--- src/rtl/core/lrle_pkg.sv ---
// ----------------------------------------------------------------------------
// lrle_pkg - shared types and constants for the run-length text encoder
// Holds the run symbol and sequencer state enums, the queue command record,
// ASCII codes, register indexes and small BCD helpers.
// ----------------------------------------------------------------------------
package lrle_pkg;

    // Largest supported grid side and the clamp applied to the size registers
    localparam int unsigned MAX_DIM = 4096;
    localparam int unsigned DIM_CAP_I = (MAX_DIM < 4096) ? MAX_DIM : 4096;
    localparam logic [12:0] DIM_CAP = 13'(DIM_CAP_I);

    // Configuration register indexes
    localparam logic [1:0] CFG_GRID_WIDTH  = 2'd0;
    localparam logic [1:0] CFG_GRID_HEIGHT = 2'd1;
    localparam logic [1:0] CFG_LINE_LIMIT  = 2'd2;

    // Register reset values
    localparam logic [12:0] GRID_WIDTH_RST  = 13'd1;
    localparam logic [12:0] GRID_HEIGHT_RST = 13'd1;
    localparam logic [6:0]  LINE_LIMIT_RST  = 7'd70;

    // Output characters
    localparam logic [6:0] CHR_NL     = 7'd10;
    localparam logic [6:0] CHR_ZERO   = 7'h30;
    localparam logic [6:0] CHR_LIVE   = 7'h6F;   // 'o'
    localparam logic [6:0] CHR_DEAD   = 7'h62;   // 'b'
    localparam logic [6:0] CHR_DOLLAR = 7'h24;   // '$'
    localparam logic [6:0] CHR_BANG   = 7'h21;   // '!'

    // Line length saturation
    localparam logic [6:0] LINE_SAT = 7'd127;

    // Default queue depth (power of two)
    localparam int unsigned QUEUE_DEPTH_DEF = 4;

    typedef enum logic [1:0] {
        SYM_NONE = 2'd0,
        SYM_DEAD = 2'd1,
        SYM_LIVE = 2'd2
    } t_sym;

    typedef enum logic [2:0] {
        BK_IDLE  = 3'd0,
        BK_A_NL  = 3'd1,
        BK_A_DIG = 3'd2,
        BK_A_SYM = 3'd3,
        BK_B_DIG = 3'd4,
        BK_B_SYM = 3'd5,
        BK_END   = 3'd6
    } t_bk_state;

    // One queue entry: everything a single cell makes the back end write.
    // Token A is the run closed by a symbol change (wrap checked), token B
    // the live run that closes a row (not wrap checked).
    typedef struct packed {
        logic        tok_a;
        logic [15:0] a_bcd;
        logic [2:0]  a_nd;     // digits to write, 0 when the count is one
        logic        a_live;
        logic        tok_b;
        logic [15:0] b_bcd;
        logic [2:0]  b_nd;
        logic        row_end;
        logic        bang;
    } t_cmd;

    // Increment a four digit BCD count
    function automatic logic [15:0] bcd_inc(input logic [15:0] v);
        logic [15:0] r;
        logic        c;
        r = v;
        c = 1'b1;
        for (int i = 0; i < 4; i++) begin
            if (c) begin
                if (v[i*4 +: 4] == 4'd9) begin
                    r[i*4 +: 4] = 4'd0;
                end else begin
                    r[i*4 +: 4] = v[i*4 +: 4] + 4'd1;
                    c = 1'b0;
                end
            end
        end
        return r;
    endfunction

    // Digits written for a count: none when the count is one
    function automatic logic [2:0] bcd_ndig(input logic [15:0] v);
        logic [2:0] n;
        if (v == 16'h0001) begin
            n = 3'd0;
        end else if (v[15:12] != 4'd0) begin
            n = 3'd4;
        end else if (v[11:8] != 4'd0) begin
            n = 3'd3;
        end else if (v[7:4] != 4'd0) begin
            n = 3'd2;
        end else begin
            n = 3'd1;
        end
        return n;
    endfunction

    // Saturating line length add
    function automatic logic [6:0] line_add(input logic [6:0] ll, input logic [2:0] len);
        logic [7:0] s;
        s = {1'b0, ll} + {5'd0, len};
        return (s > {1'b0, LINE_SAT}) ? LINE_SAT : s[6:0];
    endfunction

endpackage

--- src/rtl/core/lrle_front.sv ---
// ----------------------------------------------------------------------------
// lrle_front - cell intake and run tracking
// Accepts one cell per cycle unless the queue is full, follows column,
// row and open run; queues a command per cell that closes a run or a row.
// ----------------------------------------------------------------------------
module lrle_front
    import lrle_pkg::*;
(
    input  logic        i_clk,
    input  logic        i_rst_n,
    input  logic        i_cell_valid,
    input  logic        i_cell_alive,
    output logic        o_cell_ready,
    input  logic [12:0] i_grid_width,
    input  logic [12:0] i_grid_height,
    input  logic        i_q_full,
    output logic        o_push,
    output t_cmd        o_cmd
);

    logic [11:0] r_col, n_col;
    logic [11:0] r_row, n_row;
    logic [15:0] r_bcd, n_bcd;
    t_sym        r_sym, n_sym;

    logic [12:0] w_clamp, h_clamp;
    logic        accept, same, row_end, last_row;
    t_sym        cur_sym;
    logic [15:0] run_bcd;

    // Clamp the size registers into range
    always_comb begin
        if (i_grid_width == 13'd0) begin
            w_clamp = 13'd1;
        end else if (i_grid_width > DIM_CAP) begin
            w_clamp = DIM_CAP;
        end else begin
            w_clamp = i_grid_width;
        end
        if (i_grid_height == 13'd0) begin
            h_clamp = 13'd1;
        end else if (i_grid_height > DIM_CAP) begin
            h_clamp = DIM_CAP;
        end else begin
            h_clamp = i_grid_height;
        end
    end

    assign o_cell_ready = !i_q_full;
    assign accept       = i_cell_valid && o_cell_ready;

    // Classify the cell against the open run and the row position
    always_comb begin
        cur_sym  = i_cell_alive ? SYM_LIVE : SYM_DEAD;
        same     = (r_sym == cur_sym);
        run_bcd  = same ? bcd_inc(r_bcd) : 16'h0001;
        row_end  = ({1'b0, r_col} + 13'd1) >= w_clamp;
        last_row = ({1'b0, r_row} + 13'd1) >= h_clamp;

        o_cmd.tok_a   = !same && (r_sym != SYM_NONE);
        o_cmd.a_bcd   = r_bcd;
        o_cmd.a_nd    = bcd_ndig(r_bcd);
        o_cmd.a_live  = (r_sym == SYM_LIVE);
        o_cmd.tok_b   = row_end && i_cell_alive;
        o_cmd.b_bcd   = run_bcd;
        o_cmd.b_nd    = bcd_ndig(run_bcd);
        o_cmd.row_end = row_end;
        o_cmd.bang    = last_row;

        o_push = accept && (o_cmd.tok_a || row_end);

        n_col = r_col;
        n_row = r_row;
        n_bcd = r_bcd;
        n_sym = r_sym;
        if (accept) begin
            if (row_end) begin
                n_col = 12'd0;
                n_bcd = 16'd0;
                n_sym = SYM_NONE;
                n_row = last_row ? 12'd0 : r_row + 12'd1;
            end else begin
                n_col = r_col + 12'd1;
                n_bcd = run_bcd;
                n_sym = cur_sym;
            end
        end
    end

    // Hold the position and run state
    always_ff @(posedge i_clk) begin
        if (!i_rst_n) begin
            r_col <= 12'd0;
            r_row <= 12'd0;
            r_bcd <= 16'd0;
            r_sym <= SYM_NONE;
        end else begin
            r_col <= n_col;
            r_row <= n_row;
            r_bcd <= n_bcd;
            r_sym <= n_sym;
        end
    end

endmodule

--- src/rtl/core/lrle_queue.sv ---
// ----------------------------------------------------------------------------
// lrle_queue - command queue between intake and text writer
// Small first-in first-out register file of command records.
// ----------------------------------------------------------------------------
module lrle_queue
    import lrle_pkg::*;
#(
    parameter int unsigned DEPTH = QUEUE_DEPTH_DEF
) (
    input  logic i_clk,
    input  logic i_rst_n,
    input  logic i_push,
    input  t_cmd i_cmd,
    input  logic i_pop,
    output t_cmd o_cmd,
    output logic o_valid,
    output logic o_full
);

    localparam int unsigned AW = (DEPTH > 1) ? $clog2(DEPTH) : 1;
    localparam int unsigned CW = $clog2(DEPTH + 1);

    t_cmd          r_mem [DEPTH];
    logic [AW-1:0] r_wp, r_rp;
    logic [CW-1:0] r_cnt;
    logic          do_push, do_pop;

    assign o_valid = (r_cnt != CW'(0));
    assign o_full  = (r_cnt == CW'(DEPTH));
    assign do_push = i_push && !o_full;
    assign do_pop  = i_pop && o_valid;
    assign o_cmd   = r_mem[r_rp];

    // Store entries
    always_ff @(posedge i_clk) begin
        if (do_push) begin
            r_mem[r_wp] <= i_cmd;
        end
    end

    // Advance pointers and count
    always_ff @(posedge i_clk) begin
        if (!i_rst_n) begin
            r_wp  <= '0;
            r_rp  <= '0;
            r_cnt <= '0;
        end else begin
            if (do_push) begin
                r_wp <= (r_wp == AW'(DEPTH - 1)) ? '0 : r_wp + AW'(1);
            end
            if (do_pop) begin
                r_rp <= (r_rp == AW'(DEPTH - 1)) ? '0 : r_rp + AW'(1);
            end
            if (do_push && !do_pop) begin
                r_cnt <= r_cnt + CW'(1);
            end else if (do_pop && !do_push) begin
                r_cnt <= r_cnt - CW'(1);
            end
        end
    end

endmodule

--- src/rtl/core/lrle_back.sv ---
// ----------------------------------------------------------------------------
// lrle_back - text writer
// Takes queued commands and writes their characters one per cycle into an
// output register when free, tracking text line length and wrapping tokens.
// ----------------------------------------------------------------------------
module lrle_back
    import lrle_pkg::*;
(
    input  logic       i_clk,
    input  logic       i_rst_n,
    input  t_cmd       i_cmd,
    input  logic       i_cmd_valid,
    output logic       o_pop,
    input  logic [6:0] i_line_limit,
    output logic       o_valid,
    output logic [6:0] o_char,
    output logic       o_last,
    input  logic       i_ready
);

    t_bk_state  r_state, n_state;
    logic [1:0] r_dig, n_dig;
    logic [6:0] r_ll, n_ll;
    t_cmd       r_cur, n_cur;
    logic       r_out_valid;
    logic [6:0] r_out_char;
    logic       r_out_last;

    t_bk_state  e_state;
    logic [1:0] e_dig;
    logic [6:0] e_ll;
    logic [6:0] ch;
    logic       done, fire, slot_free, load, wrap;
    logic [2:0] len_a, len_b, ld_len_a;
    logic [3:0] a_digit, b_digit;

    assign slot_free = !r_out_valid || i_ready;
    assign fire      = (r_state != BK_IDLE) && slot_free;
    assign len_a     = r_cur.a_nd + 3'd1;
    assign len_b     = r_cur.b_nd + 3'd1;
    assign ld_len_a  = i_cmd.a_nd + 3'd1;
    assign a_digit   = r_cur.a_bcd[{r_dig, 2'b00} +: 4];
    assign b_digit   = r_cur.b_bcd[{r_dig, 2'b00} +: 4];

    // Sequence the characters of the current command and pick up the next
    always_comb begin
        e_state = r_state;
        e_dig   = r_dig;
        e_ll    = r_ll;
        ch      = CHR_NL;
        done    = 1'b0;
        case (r_state)
            BK_A_NL: begin
                ch   = CHR_NL;
                e_ll = 7'd0;
                if (r_cur.a_nd != 3'd0) begin
                    e_state = BK_A_DIG;
                    e_dig   = 2'(r_cur.a_nd - 3'd1);
                end else begin
                    e_state = BK_A_SYM;
                end
            end
            BK_A_DIG: begin
                ch = CHR_ZERO + {3'd0, a_digit};
                if (r_dig == 2'd0) begin
                    e_state = BK_A_SYM;
                end else begin
                    e_dig = r_dig - 2'd1;
                end
            end
            BK_A_SYM: begin
                ch   = r_cur.a_live ? CHR_LIVE : CHR_DEAD;
                e_ll = line_add(r_ll, len_a);
                if (!r_cur.row_end) begin
                    done = 1'b1;
                end else if (r_cur.tok_b) begin
                    if (r_cur.b_nd != 3'd0) begin
                        e_state = BK_B_DIG;
                        e_dig   = 2'(r_cur.b_nd - 3'd1);
                    end else begin
                        e_state = BK_B_SYM;
                    end
                end else begin
                    e_state = BK_END;
                end
            end
            BK_B_DIG: begin
                ch = CHR_ZERO + {3'd0, b_digit};
                if (r_dig == 2'd0) begin
                    e_state = BK_B_SYM;
                end else begin
                    e_dig = r_dig - 2'd1;
                end
            end
            BK_B_SYM: begin
                ch      = CHR_LIVE;
                e_ll    = line_add(r_ll, len_b);
                e_state = BK_END;
            end
            BK_END: begin
                ch   = r_cur.bang ? CHR_BANG : CHR_DOLLAR;
                e_ll = r_cur.bang ? 7'd0 : line_add(r_ll, 3'd1);
                done = 1'b1;
            end
            default: begin
                e_state = r_state;
            end
        endcase

        n_state = r_state;
        n_dig   = r_dig;
        n_ll    = r_ll;
        n_cur   = r_cur;
        if (fire) begin
            n_state = done ? BK_IDLE : e_state;
            n_dig   = e_dig;
            n_ll    = e_ll;
        end

        // Load the next command, wrap checked against the updated line length
        load  = i_cmd_valid && ((r_state == BK_IDLE) || (fire && done));
        o_pop = load;
        wrap  = ({1'b0, n_ll} + {5'd0, ld_len_a}) > {1'b0, i_line_limit};
        if (load) begin
            n_cur = i_cmd;
            if (i_cmd.tok_a) begin
                if (wrap) begin
                    n_state = BK_A_NL;
                end else if (i_cmd.a_nd != 3'd0) begin
                    n_state = BK_A_DIG;
                    n_dig   = 2'(i_cmd.a_nd - 3'd1);
                end else begin
                    n_state = BK_A_SYM;
                end
            end else if (i_cmd.tok_b) begin
                if (i_cmd.b_nd != 3'd0) begin
                    n_state = BK_B_DIG;
                    n_dig   = 2'(i_cmd.b_nd - 3'd1);
                end else begin
                    n_state = BK_B_SYM;
                end
            end else begin
                n_state = BK_END;
            end
        end
    end

    // Hold sequencer state and line length
    always_ff @(posedge i_clk) begin
        if (!i_rst_n) begin
            r_state <= BK_IDLE;
            r_dig   <= 2'd0;
            r_ll    <= 7'd0;
        end else begin
            r_state <= n_state;
            r_dig   <= n_dig;
            r_ll    <= n_ll;
        end
    end

    // Hold the command being written
    always_ff @(posedge i_clk) begin
        r_cur <= n_cur;
    end

    // Output register: refill whenever empty or taken
    always_ff @(posedge i_clk) begin
        if (!i_rst_n) begin
            r_out_valid <= 1'b0;
        end else if (slot_free) begin
            r_out_valid <= fire;
        end
    end

    always_ff @(posedge i_clk) begin
        if (slot_free) begin
            r_out_char <= ch;
            r_out_last <= done;
        end
    end

    assign o_valid = r_out_valid;
    assign o_char  = r_out_char;
    assign o_last  = r_out_last;

endmodule

--- src/rtl/core/life_rle_pattern_encoder.sv ---
// ----------------------------------------------------------------------------
// life_rle_pattern_encoder - run-length text encoder for cell grids
//
//   channel    direction  signals                              per transaction
//   s_axis     in         tvalid/tready/tdata[7:0]             one cell
//   m_axis     out        tvalid/tready/tdata[7:0]/tlast       one character
//   cfg        in         valid/ready/index[1:0]/data[12:0]    one register
//
// Cells are taken one per cycle while the command queue has room; a cell
// that closes a run or a row queues one command. The writer sends one
// character per cycle while the output is taken, and the queue
// (QUEUE_DEPTH commands) absorbs bursts and input stalls when it fills.
// Synchronous active-low reset clears position, run, line length and queue.
// ----------------------------------------------------------------------------
module life_rle_pattern_encoder
    import lrle_pkg::*;
#(
    parameter int unsigned QUEUE_DEPTH = QUEUE_DEPTH_DEF
) (
    input  logic        i_clk,
    input  logic        i_rst_n,
    input  logic        i_s_axis_tvalid,
    output logic        o_s_axis_tready,
    input  logic [7:0]  i_s_axis_tdata,   // [0] cell_alive, [7:1] zero
    output logic        o_m_axis_tvalid,
    input  logic        i_m_axis_tready,
    output logic [7:0]  o_m_axis_tdata,   // [6:0] out_char, [7] zero
    output logic        o_m_axis_tlast,   // last_of_item
    input  logic        i_cfg_valid,
    output logic        o_cfg_ready,
    input  logic [1:0]  i_cfg_index,
    input  logic [12:0] i_cfg_data
);

    logic [12:0] r_grid_width;
    logic [12:0] r_grid_height;
    logic [6:0]  r_line_limit;

    t_cmd        f_cmd, q_cmd;
    logic        f_push, q_valid, q_full, b_pop;
    logic [6:0]  b_char;

    // Configuration registers
    assign o_cfg_ready = 1'b1;

    always_ff @(posedge i_clk) begin
        if (!i_rst_n) begin
            r_grid_width  <= GRID_WIDTH_RST;
            r_grid_height <= GRID_HEIGHT_RST;
            r_line_limit  <= LINE_LIMIT_RST;
        end else if (i_cfg_valid) begin
            case (i_cfg_index)
                CFG_GRID_WIDTH:  r_grid_width  <= i_cfg_data;
                CFG_GRID_HEIGHT: r_grid_height <= i_cfg_data;
                CFG_LINE_LIMIT:  r_line_limit  <= i_cfg_data[6:0];
                default: begin
                    r_line_limit <= r_line_limit;
                end
            endcase
        end
    end

    lrle_front u_front (
        .i_clk         (i_clk),
        .i_rst_n       (i_rst_n),
        .i_cell_valid  (i_s_axis_tvalid),
        .i_cell_alive  (i_s_axis_tdata[0]),
        .o_cell_ready  (o_s_axis_tready),
        .i_grid_width  (r_grid_width),
        .i_grid_height (r_grid_height),
        .i_q_full      (q_full),
        .o_push        (f_push),
        .o_cmd         (f_cmd)
    );

    lrle_queue #(
        .DEPTH (QUEUE_DEPTH)
    ) u_queue (
        .i_clk   (i_clk),
        .i_rst_n (i_rst_n),
        .i_push  (f_push),
        .i_cmd   (f_cmd),
        .i_pop   (b_pop),
        .o_cmd   (q_cmd),
        .o_valid (q_valid),
        .o_full  (q_full)
    );

    lrle_back u_back (
        .i_clk        (i_clk),
        .i_rst_n      (i_rst_n),
        .i_cmd        (q_cmd),
        .i_cmd_valid  (q_valid),
        .o_pop        (b_pop),
        .i_line_limit (r_line_limit),
        .o_valid      (o_m_axis_tvalid),
        .o_char       (b_char),
        .o_last       (o_m_axis_tlast),
        .i_ready      (i_m_axis_tready)
    );

    assign o_m_axis_tdata = {1'b0, b_char};

endmodule
--- config.mk ---
export PLATFORM = sky130hd
export DESIGN_NAME = life_rle_pattern_encoder
export DESIGN_NICKNAME = d
export VERILOG_FILES = /design/src/rtl/core/lrle_pkg.sv /design/src/rtl/core/lrle_front.sv /design/src/rtl/core/lrle_queue.sv /design/src/rtl/core/lrle_back.sv /design/src/rtl/core/life_rle_pattern_encoder.sv
export SDC_FILE = /design/constraint.sdc
export NUM_CORES = 1
export LEC_CHECK = 0
export ABC_AREA = 1
export BUFFER_PORTS_ARGS = -buffer_cell sky130_fd_sc_hd__buf_2
export CAP_MARGIN = 20
export CORE_ASPECT_RATIO = 1.5
export CORE_MARGIN = 3
export CORE_UTILIZATION = 65
export DETAILED_ROUTE_END_ITERATION = 10
export HOLD_SLACK_MARGIN = 0.06
export PLACE_DENSITY = 0.81
export SKIP_CTS_REPAIR_TIMING = 1
export SYNTH_ARGS = -nofsm -noshare
export SYNTH_HDL_FRONTEND = slang
export SYNTH_SLANG_ARGS = --single-unit
--- constraint.sdc ---
create_clock -name i_clk -period 7.4 [get_ports i_clk]
set_input_delay 1.48 -clock i_clk [delete_from_list [all_inputs] [get_ports i_clk]]
set_output_delay 1.48 -clock i_clk [all_outputs]
set_load 0.005 [all_outputs]
After elaboration in Yosys (flattened, before gate mapping)
Memory sizes are Yosys's and may differ from the RTL's. A register that Yosys moved wholly into a read port is not among the register bits. Index checks and enable logic that the tools add are counted.

Add/sub/neg operators: 26. Order comparisons: 8. Equality and inequality tests: 22. Shift operators: 2. Muxes and demuxes: 77. Reductions and logical operators: 46.

Operators with widths (count): 13-bit two-way mux (4); 3-bit two-way mux (17); 2-bit two-way mux (22); 7-bit two-way mux (5); 7-bit one-hot mux with 5 select lines (1); 16-bit by 1-bit == test with 1-bit output, second input constant (2); 16-bit two-way mux (2); 4-bit two-way mux (8); 16-bit by 5-bit variable part select with 4-bit output (2); 7-bit one-hot mux with 4 select lines (1); 12-bit by 1-bit adder with 13-bit output, second input constant (2); 13-bit >= comparator (2); 13-bit > comparator, second input constant (2); 13-bit zero test (2); 12-bit by 1-bit adder with 12-bit output, second input constant (2); 7-bit by 3-bit adder with 8-bit output (3); 8-bit by 7-bit > comparator with 1-bit output, second input constant (3); 12-bit two-way mux (2); 4-bit nonzero test (6); 3-bit nonzero test (6); 4-bit by 1-bit adder with 4-bit output, second input constant (4); 4-bit == test, second input constant (4); 3-bit one-hot mux with 5 select lines (1); 6-bit by 4-bit adder with 7-bit output, first input constant (2); other kinds (26) (76).

Register bits after elaboration: 145. Memory bits (writable): 172. Input port bits: 28. Output and inout port bits: 12. Word-level logic and storage cells: 206. Memories kept: 1.

Memories: u_queue.r_mem (words 4, width 43, rd ports 1, clocked after Yosys merged registers in 1, write ports 1, RTL line lrle_queue.sv:23) `t_cmd r_mem [DEPTH];`.

Longest topological paths before layout
Gate-level depths: netlist of run 1.

Depth after elaboration: 11. Mapped depth: 28. Mapped depth without buffers: 28.

Modules after synthesis
A second synthesis of run 1 with hierarchy kept.

Cells, all modules: 1872. Area total of the unflattened synthesis: 16185.5 µm².

By module, submodules not included: lrle_queue (times used 1, cells an instance 486, area each 6849.1 µm², sequential area each 5345.1 µm²); lrle_back (times used 1, cells an instance 494, area each 4003.8 µm², sequential area each 1761.7 µm²); lrle_front (times used 1, cells an instance 682, area each 3887.5 µm², sequential area each 840.8 µm²); life_rle_pattern_encoder (times used 1, cells an instance 210, area each 1445.1 µm², sequential area each 660.6 µm²).

Worst setup path after synthesis of run 1
No wires, ideal clock.

Path kind: register -> register. Start: register u_front.r_col[0]. End: memory u_queue.r_mem[0][0] (netlist name) (enable). Setup time: 0.444 ns. Arrival time: 4.345 ns. Data required time: 6.956 ns. Path slack: 2.611 ns. Stages on the path, launching flop included: 16. Path buffers: 0. Clock period less this slack: 4.789 ns. Cells stage by stage: dfxtp_1 -> nand3_1 -> nor2_1 -> nand3_1 -> nand3b_1 -> o22ai_1 -> inv_1 -> ha_1 -> nand2_1 -> nor4b_1 -> nand4_1 -> nand3_1 -> nand3_1 -> o21ai_0 -> inv_1 -> nor2_1.

RTL lines: start, declared (RTL line lrle_front.sv:21) `logic [11:0] r_col, n_col;`; start signal, assigned (RTL line lrle_front.sv:98) `r_col <= n_col;`; end, declared (RTL line lrle_queue.sv:23).

==> results of run 1 <==
-- cell families (layout without fill, tap and decap cells) --
logic type,Yosys count,count (layout)
flip-flops,319,319
AND/OR/NAND/NOR,599,599
XOR/XNOR,30,30
buffers and inverters,208,242
AO/OA/AOI/OAI,334,334
adder cells (fa/ha/maj),66,66
other,2,2
-- path summary, 6_finish.rpt --
check / end / cells after the start / start / slack, ns
setup / recovery: u_queue.r_mem[2][18] / 18 / u_front.r_col[0] / 2.18
hold / removal: r_line_limit[5] / 2 / r_line_limit[5] / 0.47
setup reg to reg: u_queue.r_mem[2][18] / 18 / u_front.r_col[0] / 2.18
hold reg to reg: r_line_limit[5] / 2 / r_line_limit[5] / 0.47
-- critical path: cells and delay by family (launching register included) --
family / cells / cell delay, ns
XOR/XNOR: 1 / 0.10
buffers and inverters: 3 / 0.88
flip-flops: 1 / 0.43
AND/OR/NAND/NOR: 11 / 2.53
adder cells (fa/ha/maj): 2 / 0.51
AO/OA/AOI/OAI: 1 / 0.41
-- through the flow --
stage	hold slack (ns)	instances	instance area [sq um]	setup WS, ns	util
floorplan	0.435	1558	15000	2.61	-
global route	0.493	1868	16300	1.60	0.725
detailed placement	0.464	1817	15400	2.23	0.682
CTS	0.472	1867	16300	2.16	0.724
finish	0.472	1868	16300	2.18	0.725
global placement	0.457	1817	15400	2.31	0.682
-- final cells by class --
cell class | count | share of cell area
Clock buffer | 30 | 0.0440
Timing Repair Buffer | 42 | 0.0147
Clock inverter | 20 | 0.0136
Inverter | 150 | 0.0346
Multi-Input combinational cell | 1031 | 0.345
Tap cell | 276 | 0.0211
Sequential cell | 319 | 0.527
-- state kept, by name (all words and copies together), names as in the netlist, named ones only --
| register | count |
|---|---|
| r_line_limit | 7 |
| u_queue.r_wp | 2 |
| u_queue.r_cnt | 3 |
| u_queue.r_mem | 172 |
| u_front.r_bcd | 16 |
| r_grid_width | 13 |
| u_front.r_col | 12 |
| u_back.r_cur | 42 |
| u_back.r_state | 3 |
| u_front.r_row | 12 |
| u_back.o_valid | 1 |
| u_back.r_ll | 7 |
| u_front.r_sym | 2 |
| r_grid_height | 13 |
| u_back.r_dig | 2 |
| u_back.o_last | 1 |
| u_queue.r_rp | 2 |
| u_back.o_char | 7 |
-- synthesized netlist by cell type, types with 10 or more instances --
cell type	count
a22oi_1	12
o21ai_0	135
nor2_1	201
ha_1	62
edfxtp_1	222
inv_1	130
o211ai_1	14
dfxtp_1	97
nor3_1	11
o22ai_1	41
nand3_1	69
a21oi_1	90
nand4_1	12
inv_2	15
clkbuf_1	45
nand2_1	259
xor2_1	20
xnor2_1	10
-- routing by layer --
metal	routed length, microns	share of wire	global-route usage
met2	17100	0.51	0.470
met4	1310	0.039	0.125
met5	0	0	0
met3	1770	0.053	0.0345
met1	13100	0.39	0.334
-- power by group through the flow --
stage                     Clock, mW  Sequential (mW)  Combinational (mW)
after floorplan                   0             2.48                1.21
after global placement            0             2.53                1.59
after detailed placement          0             2.55                1.64
after CTS                      1.50             2.51                1.65
after global routing           1.57             2.55                1.86
final                          1.48             2.51                1.66
==> metrics.md, run 1 <==
| Metric | Value |
|---|---|
| Run status | `complete, no violations` |
| Clk network pwr share | `0.262` |
| Max incr delay on CP | `0.69 ns` |
| Initial Util | `0.666` |
| Area contributors post-synth | `edfxtp_1 44%, dfxtp_1 13%, nand2_1 6.5%` |
| Footprint of the multi-input gates | `5640 sq um` |
| Post-synth top area share | `0.444` |
| Fmax | `0.192 GHz` |
| Most common cell after layout, fill and taps aside | `nand2_1` |
| Layout area overhead | `8.78%` |
| Max transition margin | `0.288` |
| Grt total ovfl | `0` |
| Crit path DAT | `5.43 ns` |
| Worst-Skew Late Latency | `0.55 ns` |
| Largest net degree at the start of global routing | `61` |
| DR pass1 iterations | `6` |
| Ys Warns | `0` |
| # IOs | `40` |
| Drt total wl | `33.3 mm` |
| H-tree Lvls | `1` |
| Max rail drop VDD | `0.000232 V` |
| Post-Synth Simple-Gate Area | `0.171` |
| Switching Fraction | `0.343` |
| Final period util | `0.705` |
| RSZ-0062 raised after global routing | `false` |
| Pwr per Cell Area | `346 nW/um^2` |
| Number of enable flip-flop cells after synthesis | `222` |
| Cell taking the most area after synthesis | `edfxtp_1` |
| IO buf count | `30` |
| Worst-Margin Slew | `1.07 ns` |
| Internal power | `3.71 mW` |
| Slowest-stage cell, CP | `nor2_4` |
| Final Skew | `0.0151 ns` |
| Share of synthesized flip-flops with an asynchronous set or reset | `0` |
| Number of diodes | `0` |
| Vias in the first global route | `11,000` |
| Worst-path fanout max | `24` |
| # nets final | `1,666` |
| DR DRC count | `0` |
| Largest family of logic cells by synthesized area | `simple AND/OR/NAND/NOR gates` |
| Max-Cap Viols | `0` |
| Critical Path RT | `7.61 ns` |
| CTS sink cnt | `319` |
| Element type at the critical path end | `flop` |
| Crit Path Category | `flop to flop` |
| Core area | `22,600 sq um` |
| Min Tclk post-route | `5.22 ns` |
| Final Hold Violating Endpoints | `0` |
| Compound-gate portion of the synthesized area | `0.128` |
| #FFs+latches synth | `319` |
| LEAKAGE | `6.45 nW` |
| Sequential Power Share | `0.445` |
| Clock root buffer master | `clkbuf_16` |
| Die Width | `130 microns` |
| Adder-Cell Fraction of Synth Area | `0.0570` |
| Worst min-delay path category | `flop to flop` |
| Via count | `11,300` |
| Clock tree from TritonCTS | `built` |
| CP Cell Sequence | `ha_1, nand2_1, inv_1, nand2_1, nor2_1, nand3_1, nor2_1, xor2_1, ha_1, nand2_1, nor4b_1, nand4_1, nand3_1, nand3_1, o21ai_0, inv_1, nor2_4, buf_4` |
| CTS Buf Count | `28` |
| Reg area | `8610 sq um` |
| Switch Pwr | `1.94 mW` |
| First-pass GRT wire length | `53.6 mm` |
| Logic gate share of total power | `0.293` |
| Number of distinct library cells after synthesis | `57` |
| Die area | `25,000 sq um` |
| Syn_nets | `1,652` |
| Vias per inst | `6.04` |
| Sequential element share of the synthesized area | `0.573` |
| Hpwl dp | `21.8 mm` |
| Post-synthesis mux area share | `0` |
| Synth Cell Area | `15,000 sq um` |
| Clk slew on worst S/H paths | `0.06 ns` |
| FP Rows | `67` |
| Sum Neg Setup Slack | `0 ns` |
| Antenna violations before repair | `0` |
| Die height | `192 microns` |
| Mapped Cells | `1,558` |
| Gpl congestion | `0.884` |
| Clock buffer depth | `3` |
| Routed Antenna Nets | `0` |
| Syn avg cell area | `9.64 sq um` |
| Final-report setup violation count | `0` |
| Fill cell count | `1,556` |
| Commonest cells after routing, fill and taps aside | `259 x nand2_1, 222 x edfxtp_1, 196 x nor2_1` |
| Overall Power | `5.65 mW` |
| DR WL/cell | `17.9 microns` |
| CP startpoint kind | `flop` |
| Synth Area in XOR/XNOR | `0.0175` |
| GRT Total Usage | `0.271` |
| Share of cells above drive strength 1 | `0.0955` |
| Starting DRC count in detailed routing | `984` |
| Predominant post-synthesis flop cell | `edfxtp_1` |
| Slew Viols, Final | `0` |
(Power assumes the default switching activity.)
==> run 2, diff against run 1 <==
CORE_UTILIZATION = 63   (was 65)
PLACE_DENSITY = 0.78   (was 0.81)
clock period = 5 ns   (was 7.4 ns; I/O delays follow)
==> metrics.md, run 2 (same netlist as run 1, synthesis figures left out) <==
| Metric | Value |
|---|---|
| Core area | `23,200 sq um` |
| Min Tclk post-route | `4.55 ns` |
| Clk network pwr share | `0.271` |
| Grt total ovfl | `0` |
| Vias per inst | `5.80` |
| Reg-to-reg slack, setup | `0.45 ns` |
| IO buf count | `30` |
| Gpl congestion | `0.906` |
| Logic gate share of total power | `0.293` |
| Worst Hold Launch | `r_line_limit[4]` |
| Commonest cells after routing, fill and taps aside | `259 x nand2_1, 222 x edfxtp_1, 196 x nor2_1` |
| Reg2reg start | `u_back.r_cur[23]` |
| Clk slew on worst S/H paths | `0.06 ns` |
| GRT Total Usage | `0.248` |
| # nets final | `1,669` |
| Critical Path RT | `5.47 ns` |
| Overall Power | `8.52 mW` |
| Drt total wl | `32.1 mm` |
| Hold path cells | `2` |
| Die height | `195 microns` |
| Crit Path Category | `flop to flop` |
| Worst min-delay path category | `flop to flop` |
| Pwr per Cell Area | `515 nW/um^2` |
| Worst-Skew Late Latency | `0.54 ns` |
| Die area | `25,800 sq um` |
| CTS Buf Count | `28` |
| Number of diodes | `0` |
| Layout area overhead | `10.2%` |
| RSZ-0062 raised after global routing | `false` |
| Worst-Margin Slew | `1.10 ns` |
| Largest reg by FF count | `u_queue.r_mem` |
| # IOs | `40` |
| Sum Neg Setup Slack | `0 ns` |
| Internal power | `5.68 mW` |
| Final Skew | `0.0105 ns` |
| Met2 Use GR | `0.447` |
| Register-to-Register Path Depth | `25` |
| Largest net degree at the start of global routing | `47` |
| Most common cell after layout, fill and taps aside | `nand2_1` |
| Die Width | `132 microns` |
| Routed Antenna Nets | `0` |
| First-pass GRT wire length | `52.0 mm` |
| Clock root buffer master | `clkbuf_16` |
| Starting DRC count in detailed routing | `899` |
| Fmax | `0.220 GHz` |
| Met1 usage | `0.302` |
| Hold Slack | `0.469 ns` |
| Switching Fraction | `0.334` |
| Hpwl dp | `20.7 mm` |
| Initial Util | `0.647` |
| Share of cells above drive strength 1 | `0.0983` |
| Worst-path fanout max | `4` |
| Core Util, Final | `0.712` |
| DR pass1 iterations | `7` |
| DR WL/cell | `16.8 microns` |
| Switch Pwr | `2.85 mW` |
| DR DRC count | `0` |
| FP Rows | `68` |
| Final period util | `0.911` |
| Max-Cap Viols | `0` |
| Vias in the first global route | `10,800` |
| GRT busiest layer | `met2` |
| Sequential Power Share | `0.436` |
| Number of flip-flops in the largest register | `172` |
| Via count | `11,100` |
| LEAKAGE | `6.52 nW` |
| H-tree Lvls | `1` |
| CP startpoint kind | `flop` |
| Met3 Use GR | `0.0273` |
| Antenna violations before repair | `0` |
| Element type at the critical path end | `flop` |
| Clock tree from TritonCTS | `built` |
| Regs by FF count | `u_queue.r_mem x172, u_back.r_cur x42, u_front.r_bcd x16` |
| Final Hold Violating Endpoints | `0` |
| Crit path DAT | `5.02 ns` |
| Final-report setup violation count | `0` |
| Run status | `complete, no violations` |
| Clock buffer depth | `3` |
| Reg2reg end | `u_back.r_dig[0]` |
| CTS sink cnt | `319` |
| Hold EP | `r_line_limit[4]` |
| Max rail drop VDD | `0.000375 V` |
| Slew Viols, Final | `0` |
| Max transition margin | `0.270` |
run 2: final cells by class:
class	instances	area (sq um)
Sequential cell	319	8610
Multi-Input combinational cell	1031	5640
Clock buffer	35	767
Fill cell	1695	6680
Tap cell	315	394
Clock inverter	17	253
Timing Repair Buffer	45	313
Inverter	150	566
run 2: worst max-delay path: stages (launching register included):
cell	delay, ns
edfxtp_1	0.39
ha_1	0.22
xor2_1	0.24
ha_1	0.30
a21oi_1	0.19
nand2_1	0.13
nand2_1	0.16
nand2_1	0.07
a2111o_1	0.36
o21ai_1	0.18
inv_1	0.09
ha_1	0.28
nand3_1	0.05
and2_1	0.17
inv_1	0.07
nand3_2	0.10
nor2_4	0.12
xor2_1	0.19
ha_1	0.28
a21oi_1	0.14
a21boi_1	0.09
o22ai_2	0.22
nand3_2	0.15
nand2_1	0.09
nand3_1	0.07
a21oi_1	0.12
run 2: per-layer routing:
layer / share of wire / wire, microns
met5: 0 / 0
met4: 0.034 / 1090
met3: 0.054 / 1720
met2: 0.51 / 16500
met1: 0.40 / 12800
run 2: worst max path at each step:
stage | startpoint | end | depth (start not counted)
floorplan | u_front.r_col[0] | u_queue.r_mem[0][0] | 15
global placement | u_back.r_cur[23] | u_back.r_dig[0] | 27
detailed placement | u_back.r_cur[23] | u_back.r_dig[0] | 27
CTS | u_back.r_cur[23] | u_back.r_dig[0] | 27
global route | u_back.r_cur[23] | u_back.r_dig[0] | 27
finish | u_back.r_cur[23] | u_back.r_dig[0] | 25
run 2: through the flow:
stage,cell area [sq um],setup WS [ns],cells
2_1_floorplan,15000,0.211,1558
3_3_place_gp,15500,0.442,1860
3_5_place_dp,15500,0.336,1860
4_1_cts,16500,0.257,1912
5_1_grt,16500,0.0311,1912
6_report,16500,0.447,1912
run 2: power by group through the flow:
stage               Clock [mW]  Sequential (mW)  Combinational (mW)
floorplan                    0             3.67                1.79
global placement             0             3.75                2.39
detailed placement           0             3.77                2.47
CTS                       2.35             3.71                2.49
global route              2.46             3.76                2.80
finish                    2.31             3.71                2.50
==> run 3, diff against run 2 <==
CAP_MARGIN = not set   (was 20)
SYNTH_HIERARCHICAL = 1   (was not set)
==> metrics.md, run 3 <==
| Metric | Value |
|---|---|
| Fmax | `0.226 GHz` |
| Die area | `27,700 sq um` |
| Starting DRC count in detailed routing | `865` |
| CP startpoint kind | `flop` |
| # nets final | `1,974` |
| Area contributors post-synth | `edfxtp_1 41%, dfxtp_1 12%, nand2_1 9.5%` |
| Clk slew on worst S/H paths | `0.06 ns` |
| Max incr delay on CP | `0.39 ns` |
| IO buf count | `30` |
| Final Skew | `0.0195 ns` |
| # IOs | `40` |
| Crit Path Category | `flop to flop` |
| Syn avg cell area | `8.65 sq um` |
| Largest net degree at the start of global routing | `81` |
| Slew Viols, Final | `0` |
| Ys Warns | `6` |
| FP Rows | `71` |
| Most frequent cell after synthesis | `nand2_1` |
| Die height | `202 microns` |
| Via count | `12,600` |
| Core area | `25,200 sq um` |
| Layout area overhead | `7.78%` |
| Share of synthesized flip-flops with an asynchronous set or reset | `0` |
| Min Tclk post-route | `4.42 ns` |
| DR pass1 iterations | `5` |
| Crit path DAT | `4.91 ns` |
| Commonest cells after routing, fill and taps aside | `410 x nand2_1, 316 x nor2_1, 222 x edfxtp_1` |
| Post-route setup slack | `0.576 ns` |
| Initial Util | `0.642` |
| Max transition margin | `0.283` |
| Vias in the first global route | `12,100` |
| Routed Antenna Nets | `0` |
| Overall Power | `9.65 mW` |
| Final-report setup violation count | `0` |
| First-pass GRT wire length | `58.3 mm` |
| CP dominant cell by count | `nand2_1` |
| Number of diodes | `0` |
| CTS Buf Count | `29` |
| H-tree Lvls | `1` |
| Worst min-delay path category | `flop to flop` |
| Synth Cell Area | `16,200 sq um` |
| Share of cells above drive strength 1 | `0.0831` |
| Final Hold Violating Endpoints | `0` |
| CTS sink cnt | `319` |
| Grt total ovfl | `0` |
| Slowest-stage cell, CP | `edfxtp_1` |
| Final period util | `0.885` |
| Number of enable flip-flop cells after synthesis | `222` |
| Drt total wl | `35.7 mm` |
| Run status | `complete, no violations` |
| GRT Total Usage | `0.262` |
| Sequential element share of the synthesized area | `0.532` |
| Cell taking the most area after synthesis | `edfxtp_1` |
| Most common cell after layout, fill and taps aside | `nand2_1` |
| Max-Cap Viols | `0` |
| Die Width | `137 microns` |
| Syn_nets | `1,964` |
| RSZ-0062 raised after global routing | `false` |
| Most instantiated cells after synthesis | `410 x nand2_1, 320 x nor2_1, 222 x edfxtp_1` |
| Antenna violations before repair | `0` |
| Clock buffer depth | `3` |
| Gpl congestion | `0.916` |
| Post-synth top area share | `0.412` |
| Predominant post-synthesis flop cell | `edfxtp_1` |
| Largest reg by FF count | `u_queue/r_mem` |
| Worst-Margin Slew | `1.07 ns` |
| Critical Path RT | `5.48 ns` |
| Pwr per Cell Area | `553 nW/um^2` |
| Number of distinct library cells after synthesis | `49` |
| Pre-CTS WS | `0.383 ns` |
| Worst path bufs/invs | `4` |
| DR DRC count | `0` |
| Worst-Skew Late Latency | `0.56 ns` |
| #FFs+latches synth | `319` |
| Regs by FF count | `u_queue/r_mem x172, u_back/r_cur x42, u_front/r_bcd x16` |
| Hpwl dp | `24.3 mm` |
| Reg-to-reg slack, setup | `0.58 ns` |
| Mapped Cells | `1,872` |
| Core Util, Final | `0.691` |
| Vias per inst | `5.64` |
| Max rail drop VDD | `0.000499 V` |
| Delay-heaviest family, CP | `simple AND/OR/NAND/NOR gates` |
| Worst-path fanout max | `4` |
| Clock tree from TritonCTS | `built` |
| Element type at the critical path end | `flop` |
| DR WL/cell | `16.0 microns` |
| Clock root buffer master | `clkbuf_16` |
| Sum Neg Setup Slack | `0 ns` |
| LEAKAGE | `7.37 nW` |
| Number of flip-flops in the largest register | `172` |
==> run 3: changes by cell type after synthesis, moves of 12 or more <==
cell | previous run | this run
nand2_1 | 259 | 410
nor2_1 | 201 | 320
buf_6 | 0 | 12
nand3_1 | 69 | 101
a21oi_1 | 90 | 75
o21ai_0 | 135 | 111
clkbuf_1 | 45 | 27
inv_1 | 130 | 197
==> run 3: tightest hold or removal path: cells and delay by family (launching register included) <==
family           cells  cell delay [ns]
AND/OR/NAND/NOR      2             0.11
flip-flops           1             0.33
==> run 3: kinds of logic (layout without fill, tap and decap cells) <==
family / count (synthesis) / count (layout) / synth area share
simple gates: 907 / 907 / 0.234
flops: 319 / 319 / 0.532
buf+inv: 287 / 316 / 0.0768
compound gates: 270 / 270 / 0.0927
fa+ha+maj: 64 / 64 / 0.0513
xor+xnor: 23 / 23 / 0.0124
other cells: 2 / 2 / 0.000464
==> run 3: final cells by class <==
type,instances,area (sq um)
tap,328,410
multi-input combinational,1266,6380
fill,2008,7780
timing repair buffer,48,335
clock buffer,36,782
sequential,319,8610
inverter,218,823
clock inverter,14,108
==> run 3: worst paths after layout <==
kind | startpoint | to | depth (start not counted)
max | u_back/r_cur[23] | u_back/r_state[0] | 28
min | r_line_limit[1] | r_line_limit[1] | 2
max reg2reg | u_back/r_cur[23] | u_back/r_state[0] | 28
min reg2reg | r_line_limit[1] | r_line_limit[1] | 2
==> run 3: per-stage QoR <==
stage          cell area [sq um]  hold slack, ns  instances
2_1_floorplan              16200           0.429       1872
3_3_place_gp               16500           0.448       2179
3_5_place_dp               16500           0.452       2179
4_1_cts                    17400           0.469       2229
5_1_grt                    17400           0.487       2229
6_report                   17400           0.468       2229
==> run 3: power breakdown <==
part | leakage (nW) | internal [mW] | switching [mW]
logic | 4.05 | 1.21 | 2.48
clock network | 0.441 | 1.16 | 0.933
registers | 2.88 | 3.58 | 0.282
==> run 3: per-layer routing <==
layer  up-vias  GRT usage  part of all wire
li1       6210          -                 -
met1      5936      0.313              0.38
met2       360      0.471              0.52
met3        73     0.0254             0.052
met4         0      0.122             0.041
met5         -          0                 0
